==> src/utl_pkg.sv <==
// types and constants shared by the utc to local date and time converter
`default_nettype none
package utl_pkg;

    localparam int unsigned YEAR_W   = 14;
    localparam int unsigned LYEAR_W  = 15;
    localparam int unsigned MONTH_W  = 4;
    localparam int unsigned DAY_W    = 5;
    localparam int unsigned HOUR_W   = 5;
    localparam int unsigned MINSEC_W = 6;
    localparam int unsigned OFFSET_W = 5;

    localparam logic [MONTH_W-1:0] MON_JAN = 4'd1;
    localparam logic [MONTH_W-1:0] MON_FEB = 4'd2;
    localparam logic [MONTH_W-1:0] MON_MAR = 4'd3;
    localparam logic [MONTH_W-1:0] MON_APR = 4'd4;
    localparam logic [MONTH_W-1:0] MON_MAY = 4'd5;
    localparam logic [MONTH_W-1:0] MON_JUN = 4'd6;
    localparam logic [MONTH_W-1:0] MON_JUL = 4'd7;
    localparam logic [MONTH_W-1:0] MON_AUG = 4'd8;
    localparam logic [MONTH_W-1:0] MON_SEP = 4'd9;
    localparam logic [MONTH_W-1:0] MON_OCT = 4'd10;
    localparam logic [MONTH_W-1:0] MON_NOV = 4'd11;
    localparam logic [MONTH_W-1:0] MON_DEC = 4'd12;

    localparam logic [DAY_W-1:0] DAYS_31 = 5'd31;
    localparam logic [DAY_W-1:0] DAYS_30 = 5'd30;
    localparam logic [DAY_W-1:0] DAYS_29 = 5'd29;
    localparam logic [DAY_W-1:0] DAYS_28 = 5'd28;

    localparam logic signed [6:0] HOURS_PER_DAY = 7'sd24;

    typedef struct packed {
        logic [YEAR_W-1:0]   utc_year;
        logic [MONTH_W-1:0]  utc_month;
        logic [DAY_W-1:0]    utc_day;
        logic [HOUR_W-1:0]   utc_hour;
        logic [MINSEC_W-1:0] utc_minute;
        logic [MINSEC_W-1:0] utc_second;
        logic                date_valid;
        logic                time_valid;
    } t_utc_item;

    typedef struct packed {
        logic signed [LYEAR_W-1:0] local_year;
        logic [MONTH_W-1:0]        local_month;
        logic [DAY_W-1:0]          local_day;
        logic [HOUR_W-1:0]         local_hour;
        logic [MINSEC_W-1:0]       local_minute;
        logic [MINSEC_W-1:0]       local_second;
        logic                      local_date_ok;
        logic                      local_time_ok;
    } t_local_item;

endpackage
`default_nettype wire

==> src/utl_month_days.sv <==
// month length with gregorian leap years, odd months count as thirty days
`default_nettype none
module utl_month_days
    import utl_pkg::*;
(
    input  wire logic [YEAR_W-1:0]  i_year,
    input  wire logic [MONTH_W-1:0] i_month,
    output logic      [DAY_W-1:0]   o_days
);

    // floor(y / 25) by reciprocal, exact for all 14 bit years
    localparam logic [12:0] Recip25 = 13'd5243;
    localparam int unsigned Shift25 = 17;

    logic [YEAR_W+12:0] prod;
    logic [9:0]         quot;
    logic [YEAR_W:0]    back;
    logic               div25;
    logic               leap;

    always_comb begin
        prod  = {13'd0, i_year} * {{YEAR_W{1'b0}}, Recip25};
        quot  = prod[Shift25+9:Shift25];
        back  = {1'b0, quot, 4'd0} + {2'b0, quot, 3'd0} + {5'd0, quot};
        div25 = (back == {1'b0, i_year});
        // by 4, and not by 100 unless by 400
        leap  = (i_year[1:0] == 2'd0) && (!div25 || (i_year[3:0] == 4'd0));
    end

    always_comb begin
        unique case (i_month) inside
            MON_JAN, MON_MAR, MON_MAY, MON_JUL, MON_AUG, MON_OCT, MON_DEC:
                o_days = DAYS_31;
            MON_FEB:
                o_days = leap ? DAYS_29 : DAYS_28;
            MON_APR, MON_JUN, MON_SEP, MON_NOV:
                o_days = DAYS_30;
            default:
                o_days = DAYS_30;
        endcase
    end

endmodule
`default_nettype wire

==> src/utl_convert.sv <==
// hour offset with one day step forward or back and validity masking
`default_nettype none
module utl_convert
    import utl_pkg::*;
(
    input  wire t_utc_item                  i_item,
    input  wire logic signed [OFFSET_W-1:0] i_offset,
    output t_local_item                     o_item
);

    logic signed [6:0]     hour_sum;
    logic signed [6:0]     hour_adj;
    logic                  step_fwd;
    logic                  step_back;
    logic [MONTH_W-1:0]    prev_month;
    logic                  prev_year;
    logic [MONTH_W-1:0]    len_month;
    logic [DAY_W-1:0]      month_len;
    logic [DAY_W:0]        day_inc;
    logic [MONTH_W-1:0]    new_month;
    logic [DAY_W-1:0]      new_day;
    logic [LYEAR_W-1:0]    new_year;
    logic [LYEAR_W-1:0]    year_ext;

    utl_month_days u_month_days (
        .i_year  (i_item.utc_year),
        .i_month (len_month),
        .o_days  (month_len)
    );

    always_comb begin
        hour_sum  = $signed({2'b00, i_item.utc_hour}) + 7'(i_offset);
        step_fwd  = (hour_sum >= HOURS_PER_DAY);
        step_back = (hour_sum < 7'sd0);
        if (step_fwd) begin
            hour_adj = hour_sum - HOURS_PER_DAY;
        end else if (step_back) begin
            hour_adj = hour_sum + HOURS_PER_DAY;
        end else begin
            hour_adj = hour_sum;
        end

        prev_year = (i_item.utc_month <= MON_JAN);
        if (prev_year) begin
            prev_month = MON_DEC;
        end else begin
            prev_month = i_item.utc_month - 4'd1;
        end
        // going back into a new year lands on december, so the year never matters there
        len_month = step_back ? prev_month : i_item.utc_month;

        year_ext  = {1'b0, i_item.utc_year};
        day_inc   = {1'b0, i_item.utc_day} + 6'd1;
        new_year  = year_ext;
        new_month = i_item.utc_month;
        new_day   = i_item.utc_day;
        if (step_fwd) begin
            if (day_inc > {1'b0, month_len}) begin
                new_day = 5'd1;
                if (i_item.utc_month >= MON_DEC) begin
                    new_month = MON_JAN;
                    new_year  = year_ext + 15'd1;
                end else begin
                    new_month = i_item.utc_month + 4'd1;
                end
            end else begin
                new_day = day_inc[DAY_W-1:0];
            end
        end else if (step_back) begin
            if (i_item.utc_day <= 5'd1) begin
                new_month = prev_month;
                new_day   = month_len;
                if (prev_year) begin
                    new_year = year_ext - 15'd1;
                end
            end else begin
                new_day = i_item.utc_day - 5'd1;
            end
        end

        o_item = '0;
        if (i_item.time_valid) begin
            o_item.local_hour    = hour_adj[HOUR_W-1:0];
            o_item.local_minute  = i_item.utc_minute;
            o_item.local_second  = i_item.utc_second;
            o_item.local_time_ok = 1'b1;
            if (i_item.date_valid) begin
                o_item.local_year    = $signed(new_year);
                o_item.local_month   = new_month;
                o_item.local_day     = new_day;
                o_item.local_date_ok = 1'b1;
            end
        end
    end

endmodule
`default_nettype wire

==> src/utc_to_local_date_time.sv <==
// top level: utc to local date and time converter
// the accepted item passes the input register and then the result register before it reaches the outputs
// throughput: one item per cycle, busy is never raised
// the path from input register to result register holds one calendar step
// reset clears the offset register to zero and drops any item in flight
`default_nettype none
module utc_to_local_date_time
    import utl_pkg::*;
(
    input  wire logic                i_clk,
    input  wire logic                i_rst_n,
    input  wire logic                i_start,
    input  wire t_utc_item           i_utc,
    output logic                     o_busy,
    input  wire logic                i_cfg_we,
    input  wire logic [OFFSET_W-1:0] i_cfg_wdata,
    output logic                     o_valid,
    output t_local_item              o_local
);

    logic signed [OFFSET_W-1:0] r_offset;
    logic                       r_in_valid;
    t_utc_item                  r_in_item;
    logic                       r_out_valid;
    t_local_item                r_out_item;
    t_local_item                n_out_item;
    logic                       n_in_valid;

    assign o_busy     = 1'b0;
    assign n_in_valid = i_start && !o_busy;

    always_ff @(posedge i_clk) begin
        if (!i_rst_n) begin
            r_offset    <= '0;
            r_in_valid  <= 1'b0;
            r_out_valid <= 1'b0;
        end else begin
            if (i_cfg_we) begin
                r_offset <= $signed(i_cfg_wdata);
            end
            r_in_valid  <= n_in_valid;
            r_out_valid <= r_in_valid;
        end
    end

    always_ff @(posedge i_clk) begin
        if (n_in_valid) begin
            r_in_item <= i_utc;
        end
        if (r_in_valid) begin
            r_out_item <= n_out_item;
        end
    end

    utl_convert u_convert (
        .i_item   (r_in_item),
        .i_offset (r_offset),
        .o_item   (n_out_item)
    );

    assign o_valid = r_out_valid;
    assign o_local = r_out_item;

endmodule
`default_nettype wire

==> config.mk <==
export PLATFORM = sky130hd
export DESIGN_NAME = utc_to_local_date_time
export DESIGN_NICKNAME = d
export VERILOG_FILES = /design/src/utl_pkg.sv /design/src/utl_month_days.sv /design/src/utl_convert.sv /design/src/utc_to_local_date_time.sv
export SDC_FILE = /design/constraint.sdc
export NUM_CORES = 1
export LEC_CHECK = 0
export BUFFER_PORTS_ARGS = -buffer_cell sky130_fd_sc_hd__buf_2
export CAP_MARGIN = 20
export CORE_UTILIZATION = 54
export DETAILED_ROUTE_END_ITERATION = 12
export GPL_ROUTABILITY_DRIVEN = 0
export GPL_TIMING_DRIVEN = 1
export PLACE_DENSITY_LB_ADDON = 0.12
export SLEW_MARGIN = 5
export SYNTH_ARGS = -nofsm -noshare
export SYNTH_HDL_FRONTEND = slang
export SYNTH_SLANG_ARGS = --single-unit
==> constraint.sdc <==
create_clock -name i_clk -period 22.1 [get_ports i_clk]
set_clock_uncertainty 0.15 [all_clocks]
set_input_delay 2.21 -clock i_clk [delete_from_list [all_inputs] [get_ports i_clk]]
set_output_delay 2.21 -clock i_clk [all_outputs]
set_load 0.005 [all_outputs]
== Word level (Yosys, flattened, before mapping) ==
Cells that the tools add are included.

* Add/subtract/negate cells: 11
* Multipliers: 1
* Equality and inequality tests: 9
* Reductions and logical operators: 7
* Multiplexer cells: 23
* Magnitude comparators: 6

{| class="wikitable"
|+ Operators by type and width
! cell !! number
|-
| $mux 15 || 6
|-
| $mux 5 || 6
|-
| $mux 4 || 7
|-
| $mul 14x13->27 const B || 1
|-
| $add 14x1->15 const B || 1
|-
| $add 14x13->15 || 1
|-
| $add 15x10->15 || 1
|-
| $eq 15x14->1 || 1
|-
| $sub 14x1->15 const B || 1
|-
| $eq 4x4->1 const B || 3
|-
| $eq 4x2->1 const B || 2
|-
| $eq 4x3->1 const B || 2
|-
| $add 6x5->7 || 1
|-
| $ge 7x6->1 const B || 1
|-
| $lt 7x1->1 const B || 1
|-
| $reduce_or 7->1 || 1
|-
| $add 5x1->6 const B || 1
|-
| $gt 6x5->1 || 1
|-
| $add 5x4->5 const B || 1
|-
| $le 5x1->1 const B || 1
|-
| $sub 5x1->5 const B || 1
|-
| $sub 5x4->5 const B || 1
|-
| $add 4x1->4 const B || 1
|-
| $eq 4x1->1 const B || 1
|-
| 11 further kinds || 13
|}

* Output and inout port bits: 45
* Bits in registers: 92
* Logic and storage cells: 76

== Logic depth before layout (Yosys ltp) ==
* Depth after elaboration: 12
* Mapped depth: 42
* Depth with buffers taken out: 40

== Modules after synthesis ==
Synthesis repeated with hierarchy kept, for this count alone.

* Cell total of the unflattened synthesis: 856
* Area total of the unflattened synthesis: 9076.2 um^2

{| class="wikitable"
|+ By module, submodules not included
! module !! area each (um^2) !! seq. area each (um^2) !! cells an instance !! instances
|-
| utl_month_days || 4209.0 || 0.0 || 438 || 1
|-
| utc_to_local_date_time || 2808.9 || 2692.6 || 107 || 1
|-
| utl_convert || 2058.2 || 0.0 || 311 || 1
|}

== Worst setup path before layout ==
No wires, ideal clock.

* Kind: flip-flop to flip-flop
* Start: register r_in_item[39] (netlist name)
* End: register r_out_item (netlist bit o_local[39]), data pin
* Setup time: 147 ps
* Path buffers: 1
* Data required time: 21803 ps
* Clock period less this slack: 9778 ps
* Data arrival time: 9481 ps
* Cell stages (with the launch flop): 39
* Setup slack: 12322 ps
* Path through: edfxtp_1 > inv_1 > fa_1 > inv_1 > ha_1 > inv_1 > fa_1 > inv_1 > fa_1 > inv_1 > fa_1 > inv_1 > ha_1 > and3_1 > and3_1 > a32oi_1 > o21ai_0 > or2_2 > [3 not listed] > fa_1 > o21ai_0 > a221oi_1 > nand3_1 > or4_1 > a2111oi_2 > nand4_1 > o21ba_2 > ha_1 > a21boi_2 > o21ai_1 > o32ai_2 > o2111a_1 > o31a_1 > buf_4 > a41oi_4 > or3_1 > a21oi_1

* Longest elaborated chain between the ends: 12
* Elaborated cells on any way between the ends: 18

{| class="wikitable"
|+ RTL lines
! item !! line !! text
|-
| from (decl) || utc_to_local_date_time.sv:23 || <nowiki>t_utc_item r_in_item;</nowiki>
|-
| from (signal assigned) || utc_to_local_date_time.sv:48 || <nowiki>r_in_item <= i_utc;</nowiki>
|-
| $mul 14x13->27 || utl_month_days.sv:22 || <nowiki>prod = {13'd0, i_year} * {{YEAR_W{1'b0}}, Recip25};</nowiki>
|-
| $add 14x13->15 || utl_month_days.sv:24 || <nowiki>back = {1'b0, quot, 4'd0} + {2'b0, quot, 3'd0} + {5'd0, quot};</nowiki>
|-
| $add 15x10->15 || utl_month_days.sv:24 ||
|-
| $eq 15x14->1 || utl_month_days.sv:25 || <nowiki>div25 = (back == {1'b0, i_year});</nowiki>
|-
| $logic_not 1->1 || utl_month_days.sv:27 || <nowiki>leap = (i_year[1:0] == 2'd0) && (!div25 || (i_year[3:0] == 4'd0));</nowiki>
|-
| $logic_or 1x1->1 || utl_month_days.sv:27 ||
|-
| $logic_and 1x1->1 || utl_month_days.sv:27 ||
|-
| $mux 1 || utl_month_days.sv:35 || <nowiki>o_days = leap ? DAYS_29 : DAYS_28;</nowiki>
|-
| $pmux 2 s2 || utl_month_days.sv:31 || <nowiki>unique case (i_month) inside</nowiki>
|-
| $gt 6x5->1 || utl_convert.sv:58 || <nowiki>if (day_inc > {1'b0, month_len}) begin</nowiki>
|-
| $mux 15 || utl_convert.sv:58 ||
|-
| $mux 15 * || utl_convert.sv:57 || <nowiki>if (step_fwd) begin</nowiki>
|-
| to (signal assigned) || utc_to_local_date_time.sv:51 || <nowiki>r_out_item <= n_out_item;</nowiki>
|-
| to (decl) || utc_to_local_date_time.sv:25 || <nowiki>t_local_item r_out_item;</nowiki>
|}

Every way passes the cells marked *; elsewhere a longest branch is shown, timed or not.
A chain may end at the register's enable or synchronous reset.

== Worst setup path in the final report ==
Ends and elaborated chain as after synthesis.

==> qor.csv <==
stage;metric;value;unit
cells_and_area;antenna_cells;0;
cells_and_area;drive_gt1_frac;0.1392;
place;io_buffers;94;
sta;tightest_slew;1.049;ns
logic_synthesis;synth_area_per_cell;10.81;um^2
grt;track_usage;0.2424;
cells_and_area;syn_to_final_growth;11.01;%
grt;grt_max_degree;45;
grt;grt_overflow_total;0;
route;wl;19340;um
place;dpl.cell_count;1127;
worst_setup_path;endpoint_kind;flip-flop;
cts;cts_sinks;92;
grt;grt_pass1_vias;6072;
sta;finalSetupViolCount;0;
worst_setup_path;cp.buffers_inverters;6;
cts;clkLatencyLatePin;0.34;ns
worst_setup_path;path_depth;37;
flow_run;maxCapViolations;0;
cts;cts_buffers;9;
cells_and_area;final_util;0.6200;
logic_synthesis;synthArstFlopShare;0;
cts;cts_resized;0;
worst_setup_path;crit_start;r_in_item[39];
worst_setup_path;cp.arrival;10.88;ns
min_path;hold_class;reg -> reg;
route;via_count;6154;
worst_setup_path;path_class;reg -> reg;
sta;hold_viol;0;
logic_synthesis;ys_types;66;
floorplanning;ioPinCount;96;
route;dr.pass1.iters;4;
cts;clock-root-buffer;clkbuf_16;
sta;fin_crit;10.85;ns
logic_synthesis;synth_area;0.008969;mm^2
route;route.detailed.wl_per_inst;16.92;um
logic_synthesis;ys_seq_area_frac;0.3002;
sta;rsz0062_at_grt;no;
place;hpwl;15800;um
sta;max_freq;92.20;MHz
floorplanning;die_w;130.9;um
worst_setup_path;crit_family;adder cells;
grt;antenna_found_initial;0;
sta;relSlewSlack;0.3009;
logic_synthesis;syn_nets;1102;
grt;grt_first_pass_wirelength;30970;um
floorplanning;dieArea;0.01713;mm^2
route;drt_iter0_markers;352;
worst_setup_path;crit_fanout;12;
cts;cts_setup_buffers;0;
cts;postCtsHoldBufs;0;
cells_and_area;fin_cells;1143;
worst_setup_path;reg2regPathDepth;37;
sta;slew_viol_final;0;
logic_synthesis;ys_warn_count;0;
worst_setup_path;r2r-start;r_in_item[39];
logic_synthesis;ys_ff_latch;92;
worst_setup_path;r2r-end;o_local[39];
worst_setup_path;start_kind;flip-flop;
logic_synthesis;ys.flop_type;edfxtp_1;
worst_setup_path;critical_path.slowest_cell;edfxtp_1;
route;drc;0;
floorplanning;die_h;130.9;um
cts;cts.clk_slew.worst_paths;0.07;ns
route;ant_nets;0;
worst_setup_path;crit_end;o_local[39];
cts;h-tree-depth;3;
sta;final.period_utilization;0.4908;
floorplanning;coreArea;0.01606;mm^2
sta;finalSetupTns;0;ns
floorplanning;placementRows;46;
worst_setup_path;r2r_setup_slack;11.25;ns
cells_and_area;fin_nets;1194;
outcome;outcome;completed;
logic_synthesis;synth_edf_count;85;
worst_setup_path;cp_slowest_stage_delay;0.70;ns
cts;cts_tree;yes;
worst_setup_path;cp_data_required_time;22.13;ns
logic_synthesis;synth_cells;830;
cts;clockBufferDepth;2;
route;drt-vias-per-instance;5.384;
floorplanning;start_util;0.5585;
-- Yosys cell counts (14+ instances only) --
cell type  instances  share of area
o21ai_0           17         0.0095
ha_1             150           0.21
edfxtp_1          85           0.28
inv_1            141          0.059
mux2i_1           15          0.017
xor2_1            14          0.014
xnor2_1           32          0.031
nor2_1            39          0.016
fa_1              71           0.16
a21oi_1           25          0.014
nand2_1           42          0.018
and2_1            19          0.013
-- flip-flops by register name, summed over array words and instances (netlist names) --
| signal | count |
|---|---|
| o_valid | 1 |
| r_in_item | 42 |
| r_in_valid | 1 |
| o_local | 43 |
| r_offset | 5 |
-- how the worst min path moves through the flow --
stage	startpoint	endpoint	slack (ns)	depth (start not counted)
after floorplan	r_offset[0]	r_offset[0]	0.34	2
after global placement	r_in_item[5]	o_local[5]	0.35	1
after detailed placement	r_in_item[10]	o_local[10]	0.36	1
after CTS	r_in_item[10]	o_local[10]	0.38	1
after global routing	r_in_item[11]	o_local[11]	0.40	1
final	r_offset[0]	r_offset[0]	0.37	2
-- area by class of cell --
cell class	count	area [um^2]
Clock buffer	10	229.0
Clock inverter	6	71.32
Fill cell	1354	6102
Inverter	142	533.0
Multi-Input combinational cell	582	5680
Sequential cell	92	2694
Tap cell	216	270.3
Timing Repair Buffer	95	478.0
-- tightest hold or removal path, cell delays in order, from the launching register on --
cell and delay (ns):
dfxtp_1 0.33, mux2i_1 0.07, nor2b_1 0.09
-- cell families after synthesis --
kind of cell,count (synthesis),synth area share
buf+inv,156,0.06641
mux,19,0.02218
fa+ha+maj,221,0.3677
xor+xnor,47,0.04743
other cells,1,0.0004181
flops,92,0.3002
simple gates,169,0.09612
compound gates,125,0.09947
-- cells in the final DEF (no fill, tap or decap), types with 3 or more instances in the layout --
cell       instances
mux2i_1           15
nor3b_1            3
o21bai_1           4
inv_1            141
and2_1            19
or3_1              5
buf_2             94
a21oi_1           25
o21a_1             7
a311oi_1           3
nand2b_1           4
nand3_1            6
o21ai_0           17
and3_1            11
xor2_1            14
a22oi_1            5
o2111ai_1          3
nor3_1            13
nand2_1           42
a211oi_1          11
a32oi_1            3
nand4_1            6
fa_1              71
nor2b_1            8
xnor2_1           32
o31ai_1            4
mux2_2             3
o211ai_1           5
dfxtp_1            6
a21o_1             5
ha_1             150
nor2_1            39
clkbuf_16          9
edfxtp_1          85
o31a_1             4
or2_2              4
a31oi_1           10
-- layer usage --
layer	global-route usage	vias up	share of wire
met3	0.05252	15	0.060
met1	0.3510	2934	0.48
met5	0	-	0
met4	0.04260	0	0.0081
li1	-	3028	-
met2	0.3772	177	0.45
-- per-stage QoR --
step                      worst slack [ns]  hold WS (ns)  cell area, um^2
after CTS                            11.26        0.3762             9956
after floorplan                      12.32        0.3395             8969
final                                11.25        0.3713             9956
after global routing                 10.59        0.3978             9956
after global placement               11.53        0.3546             9656
after detailed placement             11.30        0.3600             9656
Power is left out: the tool's default activity adds up to more than one toggle a clock period on the data nets, which glitch-free logic cannot reach.
